[config.mk]
export PLATFORM = sky130hd
export DESIGN_NAME = psag_weight
export DESIGN_NICKNAME = d
export VERILOG_FILES = /design/src/rtl/polynomial_sag_evaluator_unit_assert.svh /design/src/rtl/psag_pkg.sv /design/src/rtl/psag_weight.sv
export SDC_FILE = /design/constraint.sdc
export NUM_CORES = 1
export LEC_CHECK = 0
export BUFFER_PORTS_ARGS = -buffer_cell sky130_fd_sc_hd__buf_2
export CORE_MARGIN = 1.5
export CORE_UTILIZATION = 45
export DETAILED_ROUTE_END_ITERATION = 10
export SYNTH_ARGS = -nofsm -noshare
export SYNTH_HDL_FRONTEND = slang
export SYNTH_SLANG_ARGS = --single-unit
[constraint.sdc]
create_clock -name clk -period 9.12 [get_ports clk]
set_clock_uncertainty 0.2 [all_clocks]
set_input_delay 0.912 -clock clk [delete_from_list [all_inputs] [get_ports clk]]
set_output_delay 0.912 -clock clk [all_outputs]
set_load 0.02 [all_outputs]
[src/rtl/polynomial_sag_evaluator_unit_assert.svh]
// assertion macros for the polynomial sag evaluator
`ifndef POLYNOMIAL_SAG_EVALUATOR_UNIT_ASSERT_SVH
`define POLYNOMIAL_SAG_EVALUATOR_UNIT_ASSERT_SVH

// condition holds in the same cycle as the trigger
`define PSAG_ASSERT_SAME(lbl, clk, rst, ante, cons) \
  lbl: assert property (@(posedge clk) disable iff (rst) (ante) |-> (cons)) \
    else $error("psag check failed");

// condition holds in the cycle after the trigger
`define PSAG_ASSERT_NEXT(lbl, clk, rst, ante, cons) \
  lbl: assert property (@(posedge clk) disable iff (rst) (ante) |=> (cons)) \
    else $error("psag check failed");

`endif

[src/rtl/psag_pkg.sv]
`timescale 1ns / 1ps

package psag_pkg;

  localparam int MODE_W    = 2;
  localparam int RADIUS_W  = 32;
  localparam int TERM_W    = 4;
  localparam int VALUE_W   = 64;
  localparam int CFG_IDX_W = 1;
  localparam int CFG_DATA_W = 4;

  // item modes
  localparam logic [MODE_W-1:0] MODE_SAGITTA    = 2'd0;
  localparam logic [MODE_W-1:0] MODE_DERIVATIVE = 2'd1;
  localparam logic [MODE_W-1:0] MODE_WRITE      = 2'd2;

  // configuration register indexes
  localparam logic [CFG_IDX_W-1:0] CFG_FIRST_EXP = 1'd0;
  localparam logic [CFG_IDX_W-1:0] CFG_LAST_EXP  = 1'd1;

  // saturation bounds, as magnitudes
  localparam logic [VALUE_W-1:0] MAG_NEG_LIMIT = 64'h8000_0000_0000_0000;
  localparam logic [VALUE_W-1:0] MAG_POS_LIMIT = 64'h7FFF_FFFF_FFFF_FFFF;

  typedef struct packed {
    logic               en;
    logic [TERM_W-1:0]  index;
    logic [VALUE_W-1:0] data;
  } psag_mem_wr_t;

  typedef struct packed {
    logic [VALUE_W-1:0] mag;
    logic               neg;
    logic               ovf;
  } psag_mul_res_t;

  typedef struct packed {
    logic [VALUE_W-1:0] value;
    logic               ovf;
  } psag_weight_res_t;

endpackage

[src/rtl/psag_weight.sv]
`timescale 1ns / 1ps

module psag_weight (
  input  logic                         clk,
  input  logic [psag_pkg::VALUE_W-1:0] coef,
  input  logic [psag_pkg::TERM_W-1:0]  factor,
  output psag_pkg::psag_weight_res_t   res
);

  logic [63:0] cmag_q;
  logic        neg1;
  logic [3:0]  fac_q;
  logic [67:0] prod_q;
  logic        neg2;
  logic [67:0] lim;
  logic        over;
  logic [63:0] clamped;

  always_ff @(posedge clk) begin
    cmag_q <= coef[63] ? (~coef + 64'd1) : coef;
    neg1   <= coef[63];
    fac_q  <= factor;
  end

  // narrow multiply by the exponent
  always_ff @(posedge clk) begin
    prod_q <= {4'd0, cmag_q} * fac_q;
    neg2   <= neg1;
  end

  always_comb begin
    lim     = neg2 ? {4'd0, psag_pkg::MAG_NEG_LIMIT} : {4'd0, psag_pkg::MAG_POS_LIMIT};
    over    = prod_q > lim;
    clamped = over ? lim[63:0] : prod_q[63:0];
  end

  always_ff @(posedge clk) begin
    res.ovf   <= over;
    res.value <= neg2 ? (~clamped + 64'd1) : clamped;
  end

endmodule

-- Word-level counts from Yosys, hierarchy flattened
Cells that the tools add are included.
- register bits: 203
- latch bits: 0
- bits in writable memories: 0
- memory bits (read-only): 0
- input bits: 69
- output and inout port bits: 65
- logic and storage cells: 18
- memories: 0
- add/subtract/negate cells: 2
- $mul: 1
- div/mod/pow operators: 0
- magnitude comparators: 1
- eq/ne operators: 0
- shift-type cells: 0
- multiplexer cells: 4
- bitwise operators: 2
- reductions and logical operators: 0
- operator list (operator ; number):
    $mux 64 ; 3
    $add 64x1->64 const B ; 2
    $not 64->64 ; 2
    $gt 68x64->1 ; 1
    $mul 64x4->68 ; 1
    $mux 63 ; 1

-- Logic depth before layout (Yosys ltp)
- depth in word-level cells: 6
- depth in mapped cells: 24
- depth with buffers taken out: 19

-- Least setup slack after synthesis
Ideal clock, no wire load.
- path type: reg-to-reg
- start: register neg2
- end: register res[63] in the netlist's numbering
- setup time: 0.127 ns
- data arrival time: 6.671 ns
- data required time: 8.793 ns
- path slack: 2.122 ns
- cell stages (with the launch flop): 23
- buffers on the path: 5
- period minus slack after synthesis: 6.998 ns
- path through: dfxtp_1 clkbuf_1 clkinv_1 clkbuf_1 clkbuf_1 ha_1 and4_1 or4b_2 nor3_1 a22oi_1 o21ai_0 clkbuf_1 clkbuf_1 nor2_1 a21oi_1 ha_1 nand2_1 a211o_1 or2_4 or4_4 or4_4 a211oi_2 nor3_2
- word-level cells in the longest chain between the ends: 6
- RTL lines (item ; RTL line ; RTL):
    start, declared ; psag_weight.sv:14 ; logic neg2;
    start signal, assigned ; psag_weight.sv:28 ; neg2 <= neg1;
    $mux 64 ; psag_weight.sv:32 ; lim = neg2 ? {4'd0, psag_pkg::MAG_NEG_LIMIT} : {4'd0, psag_pkg::MAG_POS_LIMIT};
    $gt 68x64->1 ; psag_weight.sv:33 ; over = prod_q > lim;
    $mux 64 ; psag_weight.sv:34 ; clamped = over ? lim[63:0] : prod_q[63:0];
    $not 64->64 ; psag_weight.sv:39 ; res.value <= neg2 ? (~clamped + 64'd1) : clamped;
    $add 64x1->64 ; psag_weight.sv:39 ;
    $mux 64 (*) ; psag_weight.sv:39 ;
    end, declared ; psag_weight.sv:7 ; output psag_pkg::psag_weight_res_t res
Every way passes the cells marked *; elsewhere a longest branch is shown, timed or not.
A chain may end at the register's enable or synchronous reset.

-- Final worst setup path
Same ends and word-level chain as after synthesis.

==> results.yml <==
outcome:
  status: "finished, final reports clean"
synthesis:
  synth-edff-count: 0
  synth_area_um2: 17300
  synth_cells: 2091
  ys_ff_latch: 203
  syn_nets: 2422
  avgSynthCellArea_um2: 8.26
  yosysUniqueCellTypes: 68
  synth_flop_cell: "dfxtp_1"
  ys_warn_count: 0
  yosysSeqAreaShare_pct: 23.5
  synth_async_sr_flop_share_pct: 0
floorplanning:
  fp.dieW_um: 199
  initial_utilization_pct: 45.7
  core_area_um2: 37800
  rows: 71
  die_y_um: 199
  io_pins: 134
  die-area_um2: 39600
route:
  drt-initial-drc-count: 910
  detail_route.wl_per_cell_um: 16.1
  vias: 14900
  routed_via_density: 5.52
  wirelength_um: 43300
  final_antenna_net_count: 0
  drcViolationCount: 0
  first_pass_iters: 5
clock_network:
  worstSkewPairLatency_ps: 540
  clock-root-buffer: "clkbuf_16"
  clkSlewWorstSetupHoldPaths_ps: 60
  htreeDepth: 1
  cts_setup_buffers: 0
  cts_tree: "yes"
  clockBufferDepth: 3
  clkSinkCount: 203
  cts_hold_buf: 0
  cts_resized: 0
  cts_buffers: 23
timing:
  final_max_slew_viol_count: 0
  fin_tns_setup_ps: 0
  tightest_slew_ps: 1240
  period_minus_slack_ps: 6690
  clock.fmax_mhz: 149
  grt_setup_unrepaired: "no"
  relSlewSlack_pct: 17.0
  holdWs_ps: 153
  finalSetupViolCount: 0
  hold_viol: 0
  post-route-period-util_pct: 73.4
power:
  leakage_nw: 8.64
  powerDensity_nw_per_um2: 276
  ir_drop_mv: 0.134
place:
  dp_hpwl_um: 34300
  portBuffers: 133
  routabilityCongestion: 0.893
layout:
  insertedDiodeCount: 0
  nets: 2495
  syn2layout_area_growth_pct: 10.2
  utilization_pct: 50.4
  drive_above_1_share_pct: 9.35
global_routing:
  grt_usage_pct: 22.2
  overflow: 0
  grt_pass1_vias: 14000
  grt_pass1_wl_um: 72100
  antenna_found_initial: 0
  grt_max_degree: 72
setup_path:
  cp.required_ps: 9330
  critPathArrivalTime_ps: 6900
  path_class: "register to register"
  worstPathMaxFanout: 71
  endpoint_kind: "register"
  start_kind: "register"
job:
  drv_cap: 0
worst_hold_path:
  hold_path.class: "register to register"
-- power by group --
group          switching [mW]  internal [mW]  leakage, nW
combinational            1.68           1.07         6.58
sequential              0.388           1.23         1.71
clock                   0.371          0.514        0.355
-- final cells by class --
cell class | count | area, um^2
flip-flops and latches | 203 | 4070
clock inverters | 13 | 116
well taps | 511 | 639
multi-input cells | 1633 | 12300
fillers | 3703 | 18700
repair buffers | 139 | 711
clock buffers | 29 | 618
inverters | 164 | 616
-- routing by layer --
metal  part of all wire (%)  vias to the layer above  global-route usage [%]
met5                      0                        -                       0
met4                    1.5                        0                    4.88
met3                    4.9                       46                    2.39
met2                     40                      402                    32.2
met1                     53                     7000                    34.8
li1                       -                     7405                       -
-- stage by stage --
step	instance area, um^2	setup WS, ps	power, mW	instances
after global placement	18300	2600	4.32	2650
final	19000	2430	5.26	2692
after CTS	19000	2460	5.28	2692
after detailed placement	18300	2470	4.36	2650
after global routing	19000	1930	5.73	2692
after floorplan	17300	2120	3.53	2091
-- cell usage after synthesis, types with 22 or more instances --
| cell | instances | area [um^2] |
|---|---|---|
| xnor2_1 | 103 | 902 |
| a21oi_1 | 139 | 696 |
| a21o_1 | 70 | 526 |
| ha_1 | 138 | 1730 |
| dfxtp_1 | 203 | 4060 |
| nand3_1 | 38 | 190 |
| or3_1 | 25 | 156 |
| clkbuf_1 | 89 | 334 |
| o31ai_1 | 26 | 195 |
| and2_1 | 94 | 588 |
| o21ai_0 | 128 | 641 |
| or4_1 | 23 | 173 |
| fa_1 | 124 | 2480 |
| nor2_1 | 98 | 368 |
| nand2_1 | 263 | 987 |
| nor3_1 | 61 | 305 |
| xor2_1 | 22 | 193 |
| nand4_1 | 34 | 213 |
| inv_1 | 163 | 612 |
-- worst paths after layout --
| path | start | end | slack [ps] | depth (start not counted) |
|---|---|---|---|---|
| max | neg2 | res[63] | 2430 | 20 |
| min reg2reg | neg1 | neg2 | 150 | 0 |
| min | neg1 | neg2 | 150 | 0 |
| max reg2reg | neg2 | res[63] | 2430 | 20 |
-- critical path: stages (launching register included) --
cell and delay [ps]:
dfxtp_4 800, buf_4 710, ha_1 370, a21o_1 160
a21o_1 160, a21oi_1 140, o21ai_0 90, a2111oi_0 430
nor2_1 140, o21ai_2 130, buf_4 330, nor2_1 120
a21oi_1 160, ha_1 480, nand2_1 200, a211o_1 320
or2_4 260, or4_4 500, or4_4 500, a211oi_2 240
nor3_2 70
-- cell usage in the layout, fill, tap and decap left out, types with 7 or more instances in the layout --
cell type / synthesis / final
mux2i_1: 9 / 9
o41ai_1: 12 / 12
o21ai_0: 128 / 127
a2111oi_0: 7 / 7
nor2_1: 98 / 98
nand2b_1: 18 / 18
xor2_1: 22 / 22
nor4_1: 17 / 17
a21oi_1: 139 / 139
and3_1: 21 / 21
and2_1: 94 / 94
clkbuf_16: 0 / 23
dfxtp_1: 203 / 199
xnor2_1: 103 / 103
or4_1: 23 / 23
o31ai_1: 26 / 26
nor3_1: 61 / 61
inv_1: 163 / 162
a211oi_1: 18 / 18
fa_1: 124 / 124
nor2b_1: 14 / 14
nand2_1: 263 / 263
ha_1: 138 / 138
nand3_1: 38 / 38
and4_1: 9 / 9
or2_2: 9 / 9
o21bai_1: 15 / 15
o21a_1: 9 / 9
nand4_1: 34 / 34
buf_2: 0 / 133
or3_1: 25 / 25
o211ai_1: 15 / 15
a21o_1: 70 / 70
-- logic make-up after synthesis --
logic type	count (synthesis)	synth area share [%]
mux	9	0.522
simple gates	752	22.1
flops	203	23.5
fa+ha+maj	262	24.4
buf+inv	255	5.54
xor+xnor	125	6.34
compound gates	485	17.6
-- state kept, by name, summed over array words and instances, names as in the netlist --
| register | flops |
|---|---|
| cmag_q | 64 |
| res | 65 |
| fac_q | 4 |
| neg1 | 1 |
| prod_q | 68 |
| neg2 | 1 |
Power figures use the tool's default switching activity.
