`src/rtl/polynomial_sag_evaluator_unit_assert.svh`:
```
// assertion macros for the polynomial sag evaluator
`ifndef POLYNOMIAL_SAG_EVALUATOR_UNIT_ASSERT_SVH
`define POLYNOMIAL_SAG_EVALUATOR_UNIT_ASSERT_SVH

// condition holds in the same cycle as the trigger
`define PSAG_ASSERT_SAME(lbl, clk, rst, ante, cons) \
  lbl: assert property (@(posedge clk) disable iff (rst) (ante) |-> (cons)) \
    else $error("psag check failed");

// condition holds in the cycle after the trigger
`define PSAG_ASSERT_NEXT(lbl, clk, rst, ante, cons) \
  lbl: assert property (@(posedge clk) disable iff (rst) (ante) |=> (cons)) \
    else $error("psag check failed");

`endif

```
`src/rtl/psag_pkg.sv`:
```
`timescale 1ns / 1ps

package psag_pkg;

  localparam int MODE_W    = 2;
  localparam int RADIUS_W  = 32;
  localparam int TERM_W    = 4;
  localparam int VALUE_W   = 64;
  localparam int CFG_IDX_W = 1;
  localparam int CFG_DATA_W = 4;

  // item modes
  localparam logic [MODE_W-1:0] MODE_SAGITTA    = 2'd0;
  localparam logic [MODE_W-1:0] MODE_DERIVATIVE = 2'd1;
  localparam logic [MODE_W-1:0] MODE_WRITE      = 2'd2;

  // configuration register indexes
  localparam logic [CFG_IDX_W-1:0] CFG_FIRST_EXP = 1'd0;
  localparam logic [CFG_IDX_W-1:0] CFG_LAST_EXP  = 1'd1;

  // saturation bounds, as magnitudes
  localparam logic [VALUE_W-1:0] MAG_NEG_LIMIT = 64'h8000_0000_0000_0000;
  localparam logic [VALUE_W-1:0] MAG_POS_LIMIT = 64'h7FFF_FFFF_FFFF_FFFF;

  typedef struct packed {
    logic               en;
    logic [TERM_W-1:0]  index;
    logic [VALUE_W-1:0] data;
  } psag_mem_wr_t;

  typedef struct packed {
    logic [VALUE_W-1:0] mag;
    logic               neg;
    logic               ovf;
  } psag_mul_res_t;

  typedef struct packed {
    logic [VALUE_W-1:0] value;
    logic               ovf;
  } psag_weight_res_t;

endpackage

```
`src/rtl/psag_coef_mem.sv`:
```
`timescale 1ns / 1ps

module psag_coef_mem #(
  parameter int TERM_COUNT = 16
) (
  input  logic                               clk,
  input  logic                               rst,
  input  psag_pkg::psag_mem_wr_t             wr,
  input  logic [psag_pkg::TERM_W-1:0]        rd_index,
  output logic [psag_pkg::VALUE_W-1:0]       rd_data
);

  localparam int AW = $clog2(TERM_COUNT);

  logic [psag_pkg::VALUE_W-1:0] mem [TERM_COUNT];
  logic [TERM_COUNT-1:0]        valid;
  logic [AW-1:0]                wr_addr;
  logic [AW-1:0]                rd_addr;
  logic                         wr_hit;
  logic                         rd_hit;
  logic [psag_pkg::VALUE_W-1:0] rd_q;
  logic                         rd_ok;

  // indexes past the store are dropped on write and read back as zero
  assign wr_addr = AW'(wr.index);
  assign rd_addr = AW'(rd_index);
  assign wr_hit  = wr.en && (32'(wr.index) < 32'(TERM_COUNT));
  assign rd_hit  = 32'(rd_index) < 32'(TERM_COUNT);

  always_ff @(posedge clk) begin
    if (wr_hit) begin
      mem[wr_addr] <= wr.data;
    end
    rd_q <= mem[rd_addr];
  end

  // entries never written since reset read as zero
  always_ff @(posedge clk) begin
    if (rst) begin
      valid <= '0;
      rd_ok <= 1'b0;
    end else begin
      if (wr_hit) begin
        valid[wr_addr] <= 1'b1;
      end
      rd_ok <= rd_hit && valid[rd_addr];
    end
  end

  assign rd_data = rd_ok ? rd_q : '0;

endmodule

```
`config.mk`:
```
export PLATFORM = sky130hd
export DESIGN_NAME = psag_coef_mem
export DESIGN_NICKNAME = d
export VERILOG_FILES = /design/src/rtl/polynomial_sag_evaluator_unit_assert.svh /design/src/rtl/psag_pkg.sv /design/src/rtl/psag_coef_mem.sv
export SDC_FILE = /design/constraint.sdc
export NUM_CORES = 1
export LEC_CHECK = 0
export ABC_AREA = 0
export BUFFER_PORTS_ARGS = -buffer_cell sky130_fd_sc_hd__buf_2
export CORE_MARGIN = 2
export CORE_UTILIZATION = 35
export DETAILED_ROUTE_END_ITERATION = 8
export PLACE_DENSITY = 0.62
export RECOVER_POWER = 100
export SYNTH_ARGS = -nofsm -noshare
export SYNTH_HDL_FRONTEND = slang
export SYNTH_SLANG_ARGS = --single-unit
```
`constraint.sdc`:
```
create_clock -name clk -period 6.1 [get_ports clk]
set_input_delay 0.915 -clock clk [delete_from_list [all_inputs] [get_ports clk]]
set_output_delay 0.915 -clock clk [all_outputs]
set_load 0.01 [all_outputs]
```
---- Word level (Yosys, flattened, before mapping) ----
Memories as Yosys holds them, arrays and structs flattened. A register that Yosys moved wholly into a read port is not among the register bits.
Index checks and enable logic that the tools add are counted.
storage, ports and cells
  word-level logic and storage cells ...... 15
  RAM bits ................................ 1024
  memories ................................ 1
  output and inout bits ................... 64
  bits of input ports ..................... 75
  register bits ........................... 17
memory list
  memory  words  bits a word  rd ports  clocked after memory_dff  wr ports  line                 text
  mem     16     64           1         1                         1         psag_coef_mem.sv:15  logic [psag_pkg::VALUE_W-1:0] mem [TERM_COUNT];
operators by class
  order comparisons ....................... 3
  reduce and logical (&&, ||, !) cells .... 1
  bitwise gates (word level) .............. 1
  multiplexer cells ....................... 7
operators by type and width
  cell                number
  $mux 64             1
  $or 16x16->16       1
  $lt 4x5->1 const B  2
  $bmux 1 s4          1
  $demux 1 s4         1
  $ge 4x1->1 const B  1
  $mux 1              4
  $logic_and 1x1->1   1

---- Depth between registers and ports, before layout ----
Gate-level depths: netlist of run 1.
  depth after elaboration ................. 5
  gate-level depth with buffers ........... 7
  mapped depth without buffers ............ 4

---- Worst setup path after synthesis of run 1 ----
No wires, ideal clock.
  path type ............................... input to register
  start point ............................. input wr[66] (netlist name)
  end point ............................... memory mem[0][0] (netlist name), enable pin
  library setup time ...................... 568 ps
  buffers on the path ..................... 0
  arrival ................................. 5828 ps
  slack ................................... -295 ps
  data required time ...................... 5532 ps
  stages on the path ...................... 2
  cell sequence ........................... or3b_2 -> nor3_1
RTL lines
  element      line                 text
  from (decl)  psag_coef_mem.sv:8   input psag_pkg::psag_mem_wr_t wr,
  to (decl)    psag_coef_mem.sv:15
No word-level cell before the write port.

---- Final worst setup path of run 1 ----
  start point ............................. input wr[66] (netlist name)
  end point ............................... memory mem[3][22] (netlist name), enable pin
No word-level cell before the write port.

==> qor.txt, run 1 <==
Final Max Slew Viols -> 701
Cell taking the most area after synthesis -> edfxtp_1
CTS tree -> yes
Number of global-route vias before repair -> 19.56k
Flop2flop setup slack -> 4520 ps
Commonest non-fill, non-tap cell in the layout -> edfxtp_1
Sequential area share after synthesis -> 79.69%
Via count -> 18.58k
Vias per inst -> 5.289
P per Cell Area -> 340.1 nW/um^2
Starting DRC count in detailed routing -> 1,788
Skew-Pair Late Insertion Delay -> 680 ps
First-pass GRT wire length -> 134,800 um
ANT nets after route -> 0
Initial antenna violation count -> 19
# IOs -> 139
# port buffers -> 138
Final Skew -> 24.35 ps
Die extent in x -> 344.7 um
Layout cells sized above 1 -> 25.55%
GRT Overall Usage -> 15.65%
# H-tree levels -> 3
Yosys reg bits -> 1,105
Setup crit start kind -> input pin
DPL Wire Length -> 48,390 um
Cells after synthesis -> 1,720
Core Region -> 114,700 um^2
Leak -> 14.62 nW
Worst endpoint required time -> 6370 ps
Initial Util -> 35.43%
Syn_nets -> 1,795
Layout area overhead -> 14.58%
Drt total wl -> 92,900 um
Die Y -> 344.7 um
YS warnings -> 0
Footprint of the multi-input gates -> 7802 um^2
Class of the worst hold path -> flip-flop to flip-flop
Worst setup path class -> input pin to flip-flop
Setup Viol. Count Final -> 0
Max-Cap Viols -> 23
Most frequent cells in the layout -> edfxtp_1, mux4_2, clkbuf_1
Root Buffer Master -> clkbuf_16
Count of filler cells inserted in the layout -> 9,846
Status -> finished with violations
Crit path max fanout -> 33
Tcrit/Tclk final -> 75.55%
Failing checks -> capacitance limit, slew limit
Top cells by area, synth -> edfxtp_1, mux4_2, dfxtp_1, a221o_1, a22o_1
Postcts setup bufs -> 0
Clk sinks -> 1,105
CP Capture Type -> flip-flop
First-pass DRT Iterations -> 7
Setup TNS -> 0 ps
Peak supply drop -> 0.0002260 V
RSZ-0062 raised after global routing -> no
Final Power -> 0.01583 W
CTS Buf Count -> 103
Final GP Congestion -> 0.7160
Sequential cell area -> 32,370 um^2
Largest net degree at the start of global routing -> 92
Number of library cell types mapped by synthesis -> 28
FMAX -> 0.2170 GHz
Rows -> 124
Die area -> 118,800 um^2
CTS Buffer Depth -> 3
Fin. Hold Viols -> 0
Yosys top cell area share -> 75.70%
Gr ovfl total -> 0
Slew headroom -> -140.3%
Layout Nets -> 1,985
CP Data Arrival Time -> 4880 ps
Post-CTS sizing -> 0
Worst-path clk slew -> 60 ps
DRC viols -> 0
Synth Cell Area -> 40,620 um^2
Syn avg cell area -> 23.62 um^2
Cts hold-fix bufs -> 0
Worst slew pin tran -> 3591 ps
Min cycle time layout -> 4609 ps
Wire per inst -> 26.44 um
flip-flops by register name, summed over array words and instances (netlist names):
signal  cells
rd_ok       1
mem      1024
valid      16
rd_q       64
final cells by class:
| type | count | area share, % |
|---|---|---|
| timing repair buffer | 179 | 2.003 |
| clock buffer | 138 | 6.215 |
| clock inverter | 57 | 1.395 |
| inverter | 1 | 0.008064 |
| tap | 1512 | 4.064 |
| sequential | 1105 | 69.55 |
| multi-input combinational | 520 | 16.76 |
| antenna | 1 | 0.005376 |
report_power, final:
part	total [W]	switching, W	internal [W]
Clock	0.00659	0.00273	0.00385
Combinational	0.000710	0.000419	0.000292
Sequential	0.00853	0.0000563	0.00848
per-stage QoR:
step | cells | util (%) | worst slack [ps] | cell area [um^2] | hold slack, ps
5_1_grt | 3512 | 40.59 | 1339 | 46540 | 495.5
3_5_place_dp | 3317 | 37.74 | 2413 | 43270 | 455.7
2_1_floorplan | 1720 | - | 4.607 | 40630 | 433.0
3_3_place_gp | 3317 | 37.74 | 2413 | 43270 | 443.3
6_report | 3513 | 40.60 | 1491 | 46550 | 469.4
4_1_cts | 3512 | 40.82 | 2670 | 46810 | 469.5
cell families (layout without fill, tap and decap cells):
logic type	count (synthesis)	count (layout)	synth area share (%)
compound gates	132	132	3.031
other cells	0	1	0
buf+inv	95	375	1.201
simple gates	126	126	1.636
flops	1105	1105	79.69
mux	262	262	14.44
per-layer routing:
layer,wire length (um),GRT usage (%)
met1,38940,21.34
met2,45520,25.70
met3,6788,3.518
met4,1480,3.605
met5,162,0
path summary, 6_finish.rpt:
kind                     from         end  cells after the start
setup / recovery       wr[66]  mem[3][22]                      5
hold / removal       valid[2]    valid[2]                      2
setup reg to reg  mem[11][49]    rd_q[49]                      3
hold reg to reg      valid[2]    valid[2]                      2
synth_stat cells:
cell,number
nor2_1,46
a21oi_1,1
a221o_1,64
a311o_1,1
nand3b_1,2
edfxtp_1,1024
inv_1,1
and2_1,65
nand2_1,2
clkbuf_1,46
mux4_1,4
nor2b_1,1
nor3_1,4
buf_4,8
mux2i_1,3
buf_12,1
a22o_1,64
o22ai_1,1
mux4_2,254
buf_1,11
buf_2,20
buf_6,8
nand2b_1,2
mux2_1,1
nand3_1,3
o2111ai_1,1
dfxtp_1,81
or3b_2,1
worst max-delay path, stage by stage:
cell	delay (ps)
clkbuf_1	110
or3b_2	600
nor2_4	110
clkbuf_1	2000
clkbuf_2	1110
No activity file was read; power rests on OpenSTA's default activity.
==> run 2: changes to the inputs <==
--- a/config.mk
+++ b/config.mk
@@ -5,12 +5,12 @@
 export SDC_FILE = /design/constraint.sdc
 export NUM_CORES = 1
 export LEC_CHECK = 0
-export ABC_AREA = 0
+export ABC_AREA = 1
 export BUFFER_PORTS_ARGS = -buffer_cell sky130_fd_sc_hd__buf_2
 export CORE_MARGIN = 2
 export CORE_UTILIZATION = 35
 export DETAILED_ROUTE_END_ITERATION = 8
-export PLACE_DENSITY = 0.62
+export PLACE_DENSITY = 0.6
 export RECOVER_POWER = 100
 export SYNTH_ARGS = -nofsm -noshare
 export SYNTH_HDL_FRONTEND = slang
==> constraint.sdc (replaced) <==
create_clock -name clk -period 4.38 [get_ports clk]
set_input_delay 0.657 -clock clk [delete_from_list [all_inputs] [get_ports clk]]
set_output_delay 0.657 -clock clk [all_outputs]
set_load 0.01 [all_outputs]
==> qor.txt, run 2 <==
Worst hold path stage count -> 4 (was 2)
P per Cell Area -> 468.6 nW/um^2 (was 340.1 nW/um^2)
Peak supply drop -> 0.0003035 V (was 0.0002260 V)
Worst slew pin tran -> 3299 ps (was 3591 ps)
First-pass GRT wire length -> 163,800 um (was 134,800 um)
First-pass DRT Iterations -> 5 (was 7)
Drt total wl -> 110,200 um (was 92,900 um)
Synth Area in Simple Gates -> 7.890% (was 1.636%)
Gr ovfl total -> 0 (unchanged)
Cts hold-fix bufs -> 0 (unchanged)
Flop2flop setup slack -> 3140 ps (was 4520 ps)
Die Y -> 354.0 um (was 344.7 um)
Die area -> 125,300 um^2 (was 118,800 um^2)
Setup crit start kind -> input pin (unchanged)
Initial antenna violation count -> 10 (was 19)
Initial Util -> 35.23% (was 35.43%)
Number of library cell types mapped by synthesis -> 20 (was 28)
Setup TNS -> 0 ps (unchanged)
Final Cell Area -> 48,620 um^2 (was 46,550 um^2)
Cells after synthesis -> 3,298 (was 1,720)
Clk sinks -> 1,105 (unchanged)
Worst Setup SP -> wr[66] (unchanged)
ANT nets after route -> 0 (unchanged)
YS warnings -> 0 (unchanged)
Sequential area share after synthesis -> 75.49% (was 79.69%)
Final Max Slew Viols -> 836 (was 701)
Largest register by flop count -> mem (unchanged)
# port buffers -> 138 (unchanged)
Min cycle time layout -> 3641 ps
Vias per inst -> 5.121 (was 5.289)
Leak -> 16.25 nW (was 14.62 nW)
CTS Buf Count -> 111 (was 103)
Post-synth EDFFs -> 1,024 (unchanged)
Worst Setup EP -> mem[4][63] (was mem[3][22])
Root Buffer Master -> clkbuf_16 (unchanged)
Post-CTS sizing -> 0 (unchanged)
Slew headroom -> -119.9% (was -140.3%)
Main combinational cell family by area after synthesis -> compound AO/OA/AOI/OAI gates (was multiplexers)
GRT Overall Usage -> 17.28% (was 15.65%)
Layout Nets -> 3,456 (was 1,985)
Crit path max fanout -> 38 (was 33)
Failing checks -> capacitance limit, slew limit (unchanged)
Fin. Hold Viols -> 0 (unchanged)
Yosys top cell area share -> 71.71% (was 75.70%)
Mux share of post-synthesis cell area -> 0% (was 14.44%)
Pre-CTS setup slack -> 1563 ps (was 2413 ps)
RR Startpoint -> mem[6][22] (was mem[11][49])
Die extent in x -> 354.0 um (was 344.7 um)
Starting DRC count in detailed routing -> 2,184 (was 1,788)
Skew-Pair Late Insertion Delay -> 690 ps (was 680 ps)
Worst endpoint required time -> 4590 ps (was 6370 ps)
DPL Wire Length -> 59,370 um (was 48,390 um)
Setup Viol. Count Final -> 0 (unchanged)
Tcrit/Tclk final -> 83.13%
Commonest cells in the synthesized netlist -> edfxtp_1, nor2_1, o21ai_0 (was edfxtp_1, mux4_2, dfxtp_1)
Number of global-route vias before repair -> 25.25k (was 19.56k)
Worst-path clk slew -> 60 ps (about the same)
DRC viols -> 0 (unchanged)
Final hold slack -> 354.5 ps (was 469.4 ps)
Post-Synth Adder-Cell Area -> 0% (unchanged)
Reg2Reg Depth -> 6 (was 3)
Top cells by area, synth -> edfxtp_1, nor2_1, o211ai_1, o21ai_0, dfxtp_1 (was edfxtp_1, mux4_2, dfxtp_1, a221o_1, a22o_1)
Via count -> 26.15k (was 18.58k)
Yosys reg bits -> 1,105 (unchanged)
Status -> finished with violations (unchanged)
Ys flop type -> edfxtp_1 (unchanged)
# H-tree levels -> 3 (unchanged)
Wire per inst -> 21.58 um (was 26.44 um)
Commonest non-fill, non-tap cell in the layout -> edfxtp_1 (unchanged)
Cell taking the most area after synthesis -> edfxtp_1 (unchanged)
Dominant cell by count in the synthesized netlist -> edfxtp_1 (unchanged)
Synth Cell Area -> 42,880 um^2 (was 40,620 um^2)
Xor/xnor share of the synthesized area -> 0% (unchanged)
Layout area overhead -> 13.40% (was 14.58%)
Syn avg cell area -> 13.00 um^2 (was 23.62 um^2)
Final Skew -> 18.12 ps (was 24.35 ps)
Max-Cap Viols -> 24 (was 23)
Syn_nets -> 3,373 (was 1,795)
Critical R2R Capture -> rd_q[22] (was rd_q[49])
Class of the worst hold path -> input pin to flip-flop (was flip-flop to flip-flop)
Final GP Congestion -> 0.7521 (was 0.7160)
# IOs -> 139 (unchanged)
Largest net degree at the start of global routing -> 186 (was 92)
Layout cells sized above 1 -> 6.672% (was 25.55%)
Most frequent cells in the layout -> edfxtp_1, nor2_1, o21ai_0 (was edfxtp_1, mux4_2, clkbuf_1)
CTS Buffer Depth -> 3 (unchanged)
Largest regs -> mem (1024), rd_q (64), valid (16) (unchanged)
FMAX -> 0.2746 GHz
CP Capture Type -> flip-flop (unchanged)
Max reg flops -> 1,024 (unchanged)
Worst setup path class -> input pin to flip-flop (unchanged)
CTS tree -> yes (unchanged)
Postcts setup bufs -> 0 (unchanged)
FFs w/ async S/R, synth -> 0% (unchanged)
Synth Area in Compound Gates -> 12.03% (was 3.031%)
Rows -> 128 (was 124)
RSZ-0062 raised after global routing -> no (unchanged)
Core Region -> 121,700 um^2 (was 114,700 um^2)
CP Data Arrival Time -> 3850 ps (was 4880 ps)
Setup ws final -> 738.8 ps (was 1491 ps)
Placed Instance Area -> 45,260 um^2 (was 43,270 um^2)
## run 2: changes by cell type after synthesis, moves of 137 or more
| cell | before | now |
|---|---|---|
| nor2_1 | 46 | 562 |
| o21ai_0 | 0 | 376 |
| mux4_2 | 254 | 0 |
| o211ai_1 | 0 | 254 |
| inv_1 | 1 | 214 |
| nand2_1 | 2 | 150 |
| nand3_1 | 3 | 140 |
## run 2: worst min-delay path by stage
stage                         start         end  slack, ps
after floorplan           valid[11]   valid[11]        440
after global placement     valid[3]    valid[3]        440
after detailed placement   valid[3]    valid[3]        450
after CTS                    wr[16]  mem[8][16]        310
after global routing         wr[65]    valid[8]        360
final                        wr[65]    valid[8]        350
## run 2: final cells by class
cell class	instances	area, um^2
sequential	1105	32370
clock inverter	51	569.3
clock buffer	158	3189
tap	1625	2033
timing repair buffer	194	1055
fill	11360	73090
multi-input combinational	1753	8563
inverter	216	828.3
antenna	4	10.01
## run 2: kinds of logic after synthesis
family / after synthesis
compound gates: 899
buf+inv: 440
flops: 1105
simple gates: 854
## run 2: stage by stage
step           total power [W]  util (%)  instances
3_3_place_gp           0.01336     37.18       4893
3_5_place_dp           0.01338     37.18       4893
5_1_grt                0.02346     39.94       5103
6_report               0.02279     39.95       5106
4_1_cts                0.02298     40.27       5102
2_1_floorplan          0.01281         -       3298
## run 2: worst max-delay path, stage by stage
cell,delay (ps)
clkbuf_1,310
nand3_1,340
nor2_4,160
clkbuf_1,2330
## run 2: metal layers
metal  vias up  track usage, %  wire, um
met2       846           28.54     52830
met1     13000           23.23     47210
met3       180           3.098      6982
met5         -               0        48
li1      12110               -         -
met4         8           5.280      3115
## run 2: where the power goes
group          internal [W]  total, W  switching, W
logic              0.000302   0.00120      0.000896
clock network       0.00576   0.00967       0.00391
registers            0.0118    0.0119      0.000110
total                0.0179    0.0228       0.00492
==> run 3: changes to the inputs <==
--- a/config.mk
+++ b/config.mk
@@ -5,12 +5,12 @@
 export SDC_FILE = /design/constraint.sdc
 export NUM_CORES = 1
 export LEC_CHECK = 0
-export ABC_AREA = 1
+export ABC_AREA = 0
 export BUFFER_PORTS_ARGS = -buffer_cell sky130_fd_sc_hd__buf_2
 export CORE_MARGIN = 2
 export CORE_UTILIZATION = 35
 export DETAILED_ROUTE_END_ITERATION = 8
-export PLACE_DENSITY = 0.6
+export PLACE_DENSITY = 0.62
 export RECOVER_POWER = 100
 export SYNTH_ARGS = -nofsm -noshare
 export SYNTH_HDL_FRONTEND = slang
==> constraint.sdc (replaced) <==
create_clock -name clk -period 3.2 [get_ports clk]
set_input_delay 0.48 -clock clk [delete_from_list [all_inputs] [get_ports clk]]
set_output_delay 0.48 -clock clk [all_outputs]
set_load 0.01 [all_outputs]
==> qor.txt, run 3 (synthesis gave the netlist of run 1 again) <==
Largest regs -> mem (1024), rd_q (64), valid (16) (unchanged)
Die area -> 118,800 um^2 (was 125,300 um^2)
Count of filler cells inserted in the layout -> 9,844 (was 11.36k)
First-pass DRT Iterations -> 5 (unchanged)
Vias per inst -> 5.251 (was 5.121)
CTS Buf Count -> 105 (was 111)
CP most frequent cell -> buf_2 (was clkbuf_1)
Worst-path clk slew -> 60 ps (about the same)
Crit path max fanout -> 65 (was 38)
Starting DRC count in detailed routing -> 1,737 (was 2,184)
RR Startpoint -> mem[10][20] (was mem[6][22])
Layout area overhead -> 15.39% (was 13.40%)
Final hold slack -> 162.9 ps (was 354.5 ps)
HP Start -> rd_index[3] (was wr[65])
Final Skew -> 13.85 ps (was 18.12 ps)
CP Data Arrival Time -> 3080 ps (was 3850 ps)
Post-CTS sizing -> 0 (unchanged)
Leak -> 14.76 nW (was 16.25 nW)
Min-Delay Endpoint -> rd_ok (was valid[8])
Sum of buffers and inverters on the critical path -> 2 (unchanged)
Number of global-route vias before repair -> 19.82k (was 25.25k)
Slowest-stage cell, CP -> buf_2 (was clkbuf_1)
Initial antenna violation count -> 19 (was 10)
Commonest non-fill, non-tap cell in the layout -> edfxtp_1 (unchanged)
Worst setup path class -> input pin to flip-flop (unchanged)
# H-tree levels -> 3 (unchanged)
Fin. Hold Viols -> 0 (unchanged)
Wire per inst -> 26.49 um (was 21.58 um)
Rows -> 124 (was 128)
# IOs -> 139 (unchanged)
Most frequent cells in the layout -> edfxtp_1, mux4_2, clkbuf_1 (was edfxtp_1, nor2_1, o21ai_0)
Root Buffer Master -> clkbuf_16 (unchanged)
Layout Nets -> 2,011 (was 3,456)
Flop2flop setup slack -> 1620 ps (was 3140 ps)
Setup TNS -> 0 ps (unchanged)
Final Cell Area -> 46,880 um^2 (was 48,620 um^2)
DPL Wire Length -> 48,300 um (was 59,370 um)
Drt total wl -> 93,730 um (was 110,200 um)
Largest net degree at the start of global routing -> 66 (was 186)
GRT Overall Usage -> 15.84% (was 17.28%)
Initial Util -> 35.43% (was 35.23%)
Critical R2R Capture -> rd_q[20] (was rd_q[22])
Reg2Reg Depth -> 3 (was 6)
Worst hold path stage count -> 3 (was 4)
Gr ovfl total -> 0 (unchanged)
Max reg flops -> 1,024 (unchanged)
Min cycle time layout -> 2855 ps
Slew headroom -> -67.39% (was -119.9%)
Largest register by flop count -> mem (unchanged)
CP Capture Type -> flip-flop (unchanged)
Core Region -> 114,700 um^2 (was 121,700 um^2)
Max stage delay on crit path -> 1790 ps (was 2330 ps)
Final Power -> 0.03000 W (was 0.02279 W)
Setup crit start kind -> input pin (unchanged)
CTS Buffer Depth -> 3 (unchanged)
First-pass GRT wire length -> 136,100 um (was 163,800 um)
Max-Cap Viols -> 12 (was 24)
ANT nets after route -> 0 (unchanged)
Layout cells sized above 1 -> 26.43% (was 6.672%)
Die Y -> 344.7 um (was 354.0 um)
# port buffers -> 138 (unchanged)
Final GP Congestion -> 0.7295 (was 0.7521)
Clk sinks -> 1,105 (unchanged)
CP delay by family, top -> buffers and inverters (unchanged)
Setup Viol. Count Final -> 0 (unchanged)
DRC viols -> 0 (unchanged)
P per Cell Area -> 640.0 nW/um^2 (was 468.6 nW/um^2)
Cts hold-fix bufs -> 0 (unchanged)
CTS tree -> yes (unchanged)
Postcts setup bufs -> 0 (unchanged)
Placed Instance Area -> 43,860 um^2 (was 45,260 um^2)
RSZ-0062 raised after global routing -> no (unchanged)
Status -> finished with violations (unchanged)
Class of the worst hold path -> input pin to flip-flop (unchanged)
Die extent in x -> 344.7 um (was 354.0 um)
Peak supply drop -> 0.0004071 V (was 0.0003035 V)
Tcrit/Tclk final -> 89.22%
Skew-Pair Late Insertion Delay -> 670 ps (was 690 ps)
Crit-path cells -> buf_2, nand3b_1, nor2_4, buf_2 (was clkbuf_1, nand3_1, nor2_4, clkbuf_1)
Worst slew pin tran -> 2511 ps (was 3299 ps)
Via count -> 18.58k (was 26.15k)
Final Max Slew Viols -> 475 (was 836)
Worst endpoint required time -> 3430 ps (was 4590 ps)
FMAX -> 0.3503 GHz
Failing checks -> capacitance limit, slew limit (unchanged)
[run 3: per-layer routing]
metal | GRT usage [%] | share of wire [%] | up-vias
li1 | - | - | 7796
met5 | 0 | 0.17 | -
met1 | 21.22 | 42 | 10060
met2 | 26.36 | 50 | 568
met4 | 4.221 | 1.6 | 24
met3 | 3.287 | 6.5 | 130
[run 3: layout make-up]
class,instances,area (um^2),share of cell area (%)
Timing Repair Buffer,203,1285,2.741
Antenna cell,2,5.005,0.01068
Clock inverter,43,481.7,1.028
Multi-Input combinational cell,520,7859,16.77
Tap cell,1512,1892,4.036
Inverter,1,3.754,0.008008
Sequential cell,1105,32370,69.06
Clock buffer,152,2977,6.350
[run 3: how the worst max path moves through the flow]
| stage | start | to | slack (ps) | depth (start not counted) |
|---|---|---|---|---|
| 4_1_cts | rd_ok | rd_data[15] | 550 | 3 |
| 3_3_place_gp | rd_index[0] | rd_q[57] | 670 | 5 |
| 6_report | wr[66] | mem[11][39] | 350 | 4 |
| 5_1_grt | wr[66] | valid[11] | 260 | 6 |
| 2_1_floorplan | wr[66] | mem[1][0] | -1010 | 2 |
| 3_5_place_dp | rd_index[0] | rd_q[57] | 660 | 5 |
[run 3: per-stage QoR]
step,utilization [%],setup WS (ps),std cells
floorplan,-,-1006,1720
global placement,38.26,672.2,3341
detailed placement,38.26,665.0,3341
CTS,41.27,546.1,3536
global route,40.88,264.9,3536
finish,40.88,345.1,3538
[run 3: worst register-to-register path: stages, from the launching register on]
cell and delay (ps):
edfxtp_1 380, mux4_2 460, a22o_1 250, a221o_1 340
[run 3: where the power goes]
group	leakage, nW	internal (W)	total [W]	switching (W)
combinational	3.14	0.000583	0.00138	0.000795
sequential	9.93	0.0162	0.0163	0.000124
clock	1.69	0.00719	0.0123	0.00515
